<file path="config.mk">
export PLATFORM = sky130hd
export DESIGN_NAME = bounded_byte_stack
export DESIGN_NICKNAME = d
export VERILOG_FILES = /design/src/hw/rtl/bbs_pkg.sv /design/src/hw/rtl/bbs_ram.sv /design/src/hw/rtl/bbs_front.sv /design/src/hw/rtl/bbs_back.sv /design/src/hw/rtl/bounded_byte_stack.sv
export SDC_FILE = /design/constraint.sdc
export NUM_CORES = 1
export LEC_CHECK = 0
export BUFFER_PORTS_ARGS = -buffer_cell sky130_fd_sc_hd__buf_2
export CORE_MARGIN = 2
export CORE_UTILIZATION = 53
export CTS_BUF_LIST = sky130_fd_sc_hd__clkbuf_2 sky130_fd_sc_hd__clkbuf_4 sky130_fd_sc_hd__clkbuf_8
export CTS_CLUSTER_DIAMETER = 100
export DETAILED_ROUTE_END_ITERATION = 16
export MAX_ROUTING_LAYER = met4
export PLACE_DENSITY = 0.8
export SLEW_MARGIN = 10
export SYNTH_ARGS = -nofsm -noshare
export SYNTH_HDL_FRONTEND = slang
export SYNTH_SLANG_ARGS = --single-unit
export TNS_END_PERCENT = 30
</file>
<file path="constraint.sdc">
create_clock -name clk -period 3.61 [get_ports clk]
set_input_delay 0.722 -clock clk [delete_from_list [all_inputs] [get_ports clk]]
set_output_delay 0.722 -clock clk [all_outputs]
set_load 0.03 [all_outputs]
</file>
<file path="src/hw/rtl/bbs_pkg.sv">
package bbs_pkg;

  localparam int DEPTH = 64;
  localparam int AW = $clog2(DEPTH);
  localparam int CNT_W = $clog2(DEPTH + 1);
  localparam int CAP_W = 7;
  localparam int LIM_W = (CNT_W > CAP_W) ? CNT_W : CAP_W;
  localparam int DATA_W = 8;
  localparam int CMD_W = 3;
  localparam int QDEPTH = 2;
  localparam int QAW = $clog2(QDEPTH);
  localparam int QCNT_W = $clog2(QDEPTH + 1);

  localparam logic [CAP_W-1:0] CAP_RESET = CAP_W'(64);

  localparam logic [CMD_W-1:0] CMD_PUSH = CMD_W'(0);
  localparam logic [CMD_W-1:0] CMD_POP = CMD_W'(1);
  localparam logic [CMD_W-1:0] CMD_PEEK = CMD_W'(2);
  localparam logic [CMD_W-1:0] CMD_DUMP_DOWN = CMD_W'(3);
  localparam logic [CMD_W-1:0] CMD_DUMP_UP = CMD_W'(4);

  typedef enum logic [2:0] {
    OP_PUSH,
    OP_POP,
    OP_PEEK,
    OP_DUMP_DOWN,
    OP_DUMP_UP
  } op_t;

  typedef struct packed {
    op_t op;
    logic [DATA_W-1:0] value;
  } cmd_entry_t;

  typedef struct packed {
    logic avail;
    cmd_entry_t entry;
  } front_req_t;

endpackage

</file>
<file path="src/hw/rtl/bbs_ram.sv">
module bbs_ram #(
  parameter int WIDTH = 8,
  parameter int DEPTH = 64
) (
  input  logic clk,
  input  logic we,
  input  logic [$clog2(DEPTH)-1:0] waddr,
  input  logic [WIDTH-1:0] wdata,
  input  logic [$clog2(DEPTH)-1:0] raddr,
  output logic [WIDTH-1:0] rdata
);

  logic [WIDTH-1:0] mem [DEPTH];

  always_ff @(posedge clk) begin
    if (we) begin
      mem[waddr] <= wdata;
    end
    rdata <= mem[raddr];
  end

endmodule

</file>
<file path="src/hw/rtl/bbs_front.sv">
module bbs_front import bbs_pkg::*; (
  input  logic clk,
  input  logic rst,
  input  logic start,
  output logic busy,
  input  logic [CMD_W-1:0] command,
  input  logic [DATA_W-1:0] push_value,
  output front_req_t req,
  input  logic take
);

  cmd_entry_t q_entry [QDEPTH];
  logic [QAW-1:0] wr_ptr;
  logic [QAW-1:0] rd_ptr;
  logic [QCNT_W-1:0] count;
  logic [QCNT_W-1:0] count_next;
  logic known;
  op_t op;
  logic push_q;
  logic pop_q;

  always_comb begin
    known = 1'b1;
    op = OP_PUSH;
    case (command)
      CMD_PUSH: op = OP_PUSH;
      CMD_POP: op = OP_POP;
      CMD_PEEK: op = OP_PEEK;
      CMD_DUMP_DOWN: op = OP_DUMP_DOWN;
      CMD_DUMP_UP: op = OP_DUMP_UP;
      default: known = 1'b0;
    endcase
  end

  assign busy = (count == QCNT_W'(QDEPTH));
  assign push_q = start && !busy && known;
  assign pop_q = take && (count != '0);
  assign req.avail = (count != '0);
  assign req.entry = q_entry[rd_ptr];

  always_comb begin
    count_next = count;
    if (push_q && !pop_q) begin
      count_next = count + QCNT_W'(1);
    end else if (pop_q && !push_q) begin
      count_next = count - QCNT_W'(1);
    end
  end

  always_ff @(posedge clk) begin
    if (rst) begin
      wr_ptr <= '0;
      rd_ptr <= '0;
      count <= '0;
    end else begin
      count <= count_next;
      if (push_q) begin
        wr_ptr <= (wr_ptr == QAW'(QDEPTH - 1)) ? '0 : wr_ptr + QAW'(1);
      end
      if (pop_q) begin
        rd_ptr <= (rd_ptr == QAW'(QDEPTH - 1)) ? '0 : rd_ptr + QAW'(1);
      end
    end
  end

  always_ff @(posedge clk) begin
    if (push_q) begin
      q_entry[wr_ptr] <= '{op: op, value: push_value};
    end
  end

endmodule

</file>
<file path="src/hw/rtl/bbs_back.sv">
module bbs_back import bbs_pkg::*; (
  input  logic clk,
  input  logic rst,
  input  front_req_t req,
  output logic take,
  input  logic cfg_valid,
  input  logic [CAP_W-1:0] cfg_data,
  output logic [DATA_W-1:0] entry_value,
  output logic last,
  output logic result_valid
);

  typedef enum logic [1:0] {
    ST_RUN = 2'b01,
    ST_DUMP = 2'b10
  } state_t;

  state_t state;
  state_t state_next;
  logic [CAP_W-1:0] capacity;
  logic [CNT_W-1:0] fill;
  logic [CNT_W-1:0] fill_next;
  logic [CNT_W-1:0] fill_dec;
  logic [AW-1:0] addr;
  logic [AW-1:0] addr_next;
  logic [AW-1:0] top;
  logic [CNT_W-1:0] remain;
  logic [CNT_W-1:0] remain_next;
  logic down;
  logic down_next;
  logic [LIM_W-1:0] limit;
  logic push_ok;
  logic we;
  logic [AW-1:0] rd_addr;
  logic rd_fire;
  logic rd_last;

  assign fill_dec = fill - CNT_W'(1);
  assign top = fill_dec[AW-1:0];
  assign limit = (LIM_W'(capacity) > LIM_W'(DEPTH)) ? LIM_W'(DEPTH) : LIM_W'(capacity);
  assign push_ok = LIM_W'(fill) < limit;

  always_comb begin
    state_next = state;
    fill_next = fill;
    addr_next = addr;
    remain_next = remain;
    down_next = down;
    take = 1'b0;
    we = 1'b0;
    rd_addr = addr;
    rd_fire = 1'b0;
    rd_last = 1'b0;
    case (state)
      ST_RUN: begin
        if (req.avail) begin
          take = 1'b1;
          case (req.entry.op)
            OP_PUSH: begin
              if (push_ok) begin
                we = 1'b1;
                fill_next = fill + CNT_W'(1);
              end
            end
            OP_POP: begin
              if (fill != '0) begin
                fill_next = fill_dec;
              end
            end
            OP_PEEK: begin
              if (fill != '0) begin
                rd_addr = top;
                rd_fire = 1'b1;
                rd_last = 1'b1;
              end
            end
            OP_DUMP_DOWN: begin
              if (fill != '0) begin
                rd_addr = top;
                rd_fire = 1'b1;
                rd_last = (fill == CNT_W'(1));
                addr_next = top - AW'(1);
                remain_next = fill_dec;
                down_next = 1'b1;
                if (fill != CNT_W'(1)) begin
                  state_next = ST_DUMP;
                end
              end
            end
            OP_DUMP_UP: begin
              if (fill != '0) begin
                rd_addr = '0;
                rd_fire = 1'b1;
                rd_last = (fill == CNT_W'(1));
                addr_next = AW'(1);
                remain_next = fill_dec;
                down_next = 1'b0;
                if (fill != CNT_W'(1)) begin
                  state_next = ST_DUMP;
                end
              end
            end
            default: ;
          endcase
        end
      end
      ST_DUMP: begin
        rd_addr = addr;
        rd_fire = 1'b1;
        rd_last = (remain == CNT_W'(1));
        addr_next = down ? addr - AW'(1) : addr + AW'(1);
        remain_next = remain - CNT_W'(1);
        if (remain == CNT_W'(1)) begin
          state_next = ST_RUN;
        end
      end
      default: state_next = ST_RUN;
    endcase
  end

  always_ff @(posedge clk) begin
    if (rst) begin
      state <= ST_RUN;
      fill <= '0;
      capacity <= CAP_RESET;
      result_valid <= 1'b0;
    end else begin
      state <= state_next;
      fill <= fill_next;
      if (cfg_valid) begin
        capacity <= cfg_data;
      end
      result_valid <= rd_fire;
    end
  end

  always_ff @(posedge clk) begin
    addr <= addr_next;
    remain <= remain_next;
    down <= down_next;
    last <= rd_last;
  end

  bbs_ram #(
    .WIDTH(DATA_W),
    .DEPTH(DEPTH)
  ) u_ram (
    .clk(clk),
    .we(we),
    .waddr(fill[AW-1:0]),
    .wdata(req.entry.value),
    .raddr(rd_addr),
    .rdata(entry_value)
  );

endmodule

</file>
<file path="src/hw/rtl/bounded_byte_stack.sv">
// Push, pop and peek are taken one request per cycle outside dumps; a peek result is
// registered from the stack RAM, behind any requests still waiting in the two-entry queue.
// A dump holds the execution unit until it has read each held entry from the stack RAM.
// Results cannot be stalled; result_valid marks each one for a single cycle.
// Synchronous reset empties the stack, flushes the queue and sets capacity to 64.
module bounded_byte_stack import bbs_pkg::*; (
  input  logic clk,
  input  logic rst,
  input  logic start,
  output logic busy,
  input  logic [CMD_W-1:0] command,
  input  logic [DATA_W-1:0] push_value,
  output logic result_valid,
  output logic [DATA_W-1:0] entry_value,
  output logic last,
  input  logic cfg_valid,
  output logic cfg_ready,
  input  logic [CAP_W-1:0] cfg_data
);

  front_req_t req;
  logic take;

  assign cfg_ready = 1'b1;

  bbs_front u_front (
    .clk(clk),
    .rst(rst),
    .start(start),
    .busy(busy),
    .command(command),
    .push_value(push_value),
    .req(req),
    .take(take)
  );

  bbs_back u_back (
    .clk(clk),
    .rst(rst),
    .req(req),
    .take(take),
    .cfg_valid(cfg_valid && cfg_ready),
    .cfg_data(cfg_data),
    .entry_value(entry_value),
    .last(last),
    .result_valid(result_valid)
  );

endmodule

</file>
==> impl_metrics.ini <==
[outcome]
run_status = completed

[hold_path]
worst_hold_path_type = in2reg
hold_path_startpoint = push_value[1]
min_delay_worst_endpoint = u_front.q_entry[1][1]
hold-path-cell-count = 1

[layout]
final_cell_mix = edfxtp_1, nand2_1, nand3_1
fillers = 3311
most_frequent_standard_cell_in_the_layout_excluding_fill_and_tap_cells = edfxtp_1
drive_gt1_share_pct = 18.4
final_core_util_pct = 61.8
syn2layout_area_growth_pct = 14.6
numnets_final = 1965

[clocking]
ctsLongestPathBuffers = 3
numClockSinks = 579
cts.htree.levels = 3
cts_clock_pin_slew_for_the_worst_setup_and_hold_paths_ns = 0.06
clk_root_buffer_cell = clkbuf_8
clock_latency_on_the_worst_skew_pair_ns = 0.66
cts.hold.buffers_added = 0
tritoncts = yes
cts_buffer_count = 89

[placement]
detailed_place_hpwl_um = 37400
place_congestion = 0.911
placement.io_buffers = 32

[critical_path]
r2r.worst_path.cells = 14
regToRegEndpoint = u_back.u_ram.rdata[5]
timing.critical_path.fanout_max = 62
critical-path-max-stage-delay_ns = 0.46
crit_required_ns = 4.14
timing.critical_path.from_type = register
critical_path_arrival_ns = 4.05
critical_path_buf_inv_count = 4
critPathKind = reg2reg
crit_path_end_kind = register
critical_path_cell_by_cell = inv_1, ha_1, or3b_1, buf_4, o221ai_4, nor2_4, a21o_4, buf_16, buf_4, nand2_1, a221oi_1, a311oi_2, a31oi_1, and3_1
critical-path-slowest-cell = a311oi_2
crit_family = compound AO/OA/AOI/OAI gates
source_of_the_worst_register_to_register_timing_path = u_back.fill[0]
timing.critical_path.mode_cell = buf_4
worst-r2r-setup-slack_ns = 0.1

[routing]
drtIter0Drc = 2260
drtAntennaViolNets = 0
drt_first_pass_iters = 6
route.final.wire_length_um = 59900
detailroute.via_count = 15800
drc = 0
wl_per_cell_um = 23.2
post_drt_via_cell_ratio = 6.11

[sta]
grt_setup_unrepaired = false
finalWorstPathRequiredPeriod_ns = 3.51
fin_clk_skew_ns = 0.0379
final-max-slew-violation-count = 0
setup_violations = 0
max-slew-margin-rel_pct = 38.3
finalHoldWorstSlack_ns = 0.274
layout_worst_path_cycle_share_pct = 97.4
finalHoldViolCount = 0
max_clock_freq_mhz = 285
max_slew.worst_pin.slew_ns = 0.926

[global_route]
largest_net_degree_at_the_start_of_global_routing = 65
grt_util_all_layers_pct = 26.2
grt_first_pass_wirelength_um = 90300
grt_pass1_vias = 15500
grt.overflow.total = 0
antenna_violations_before_repair = 1

[yosys]
yosysWarnings = 0
synth-main-ff-cell = edfxtp_1
seq_area_frac_synth_pct = 71.5
synth-seq-cells = 579
syn_inst = 1761
synth_enable_flop_cells = 548
number_of_distinct_library_cell_variants_in_the_gate_level_netlist_after_synthesis = 67
synth_async_sr_flop_share_pct = 0
synthesis.area_um2 = 23900
net_count_after_synthesis = 1803
average_cell_area_after_synthesis_um2 = 13.6

[floorplan]
floorplan.die.width_um = 216
core_region_area_um2 = 44300
ios = 34
initial_utilization_pct = 53.9
height_of_the_die_um = 216
design.die.area_um2 = 46800
rows = 77

[power_and_ir_drop]
power.total_mw = 16.9
ir_worst_vdd_v = 0.000509
pwr_density_cell_nw_per_um2 = 616
total_leakage_power_nw = 9.68

[job]
cap_viol_max_count = 0
area by class of cell:
class / instances / area (µm²) / share of cell area, %
clock inverters: 36 / 165 / 0.603
diodes: 1 / 2.50 / 0.00914
flip-flops and latches: 579 / 17100 / 62.4
inverters: 37 / 139 / 0.507
repair buffers: 179 / 1440 / 5.25
multi-input cells: 1037 / 6280 / 22.9
well taps: 592 / 741 / 2.70
clock buffers: 124 / 1540 / 5.64
report_power, final:
part           switching (mW)  total, mW  internal, mW
Sequential              0.112       8.05          7.94
Clock                    2.48       5.24          2.76
Combinational            2.45       3.56          1.10
Total                    5.05       16.9          11.8
flip-flops by register name, indices dropped and copies added, names as in the netlist, named ones only:
register             count
u_back.capacity          7
u_front.q_entry         22
u_back.last              1
u_back.remain            7
u_back.state             2
u_back.addr              6
u_back.result_valid      1
u_back.u_ram.mem       512
u_front.rd_ptr           1
u_front.count            2
u_front.wr_ptr           1
u_back.down              1
u_back.u_ram.rdata       8
u_back.fill              7
metal layers:
layer	wire length [µm]	vias up	track usage (%)
met5	0	-	-
met4	1700	0	8.04
met3	6760	138	4.65
met2	28600	999	41.5
met1	22900	7670	34.9
li1	-	6979	-
what timing repair did:
item / 4_1_cts / 5_1_grt
endpoints found under the setup margin: 6 / 22
buffers inserted: 0 / 2
cloned: 0 / 1
pin swaps: 0 / 1
gates resized for setup: 10 / 16
cell families after synthesis:
| kind of cell | share of synthesized area (%) |
|---|---|
| compound gates | 8.35 |
| buf+inv | 2.91 |
| flops | 71.5 |
| mux | 3.99 |
| xor+xnor | 0.916 |
| simple gates | 11.3 |
| other cells | 0.0157 |
| fa+ha+maj | 1.08 |
synth_stat cells (9+ instances only):
library cell  count  area [µm²]
nand2_1         316        1190
inv_1            35         131
ha_1             19         238
buf_4            10        75.1
o21ai_0          16        80.1
dfxtp_1          31         621
nor2_1          104         390
mux2_2            9         101
edfxtp_1        548       16500
clkbuf_1         41         154
and3_1           10        62.6
a311oi_1         40         350
a31oi_1          19         119
mux2i_1          85         851
xnor2_1          17         149
nand3_1         134         671
a21oi_1          79         395
a211oi_1         34         255
a221oi_1         55         482
buf_2            41         205
worst max-delay path by stage:
stage,from,to,slack [ns],cells past startpoint
floorplan,u_back.fill[0],u_back.u_ram.rdata[6],0.46,14
global placement,u_back.fill[0],u_back.u_ram.rdata[3],-0.16,13
detailed placement,u_back.fill[0],u_back.u_ram.rdata[3],-0.20,13
CTS,u_back.fill[0],u_back.u_ram.rdata[3],0.02,14
global route,u_back.fill[0],u_back.u_ram.rdata[5],0.01,13
finish,u_back.fill[0],u_back.u_ram.rdata[5],0.1,14
per-stage QoR:
step	area [µm²]	setup slack, ns	cells	TNS [ns]
finish	27400	0.0954	2585	0
detailed placement	25500	-0.196	2421	-0.468
floorplan	23900	0.456	1761	0
global placement	25500	-0.161	2421	-0.277
CTS	27200	0.0220	2581	0
global route	27400	0.0116	2585	0
Power figures use the tool's default switching activity.
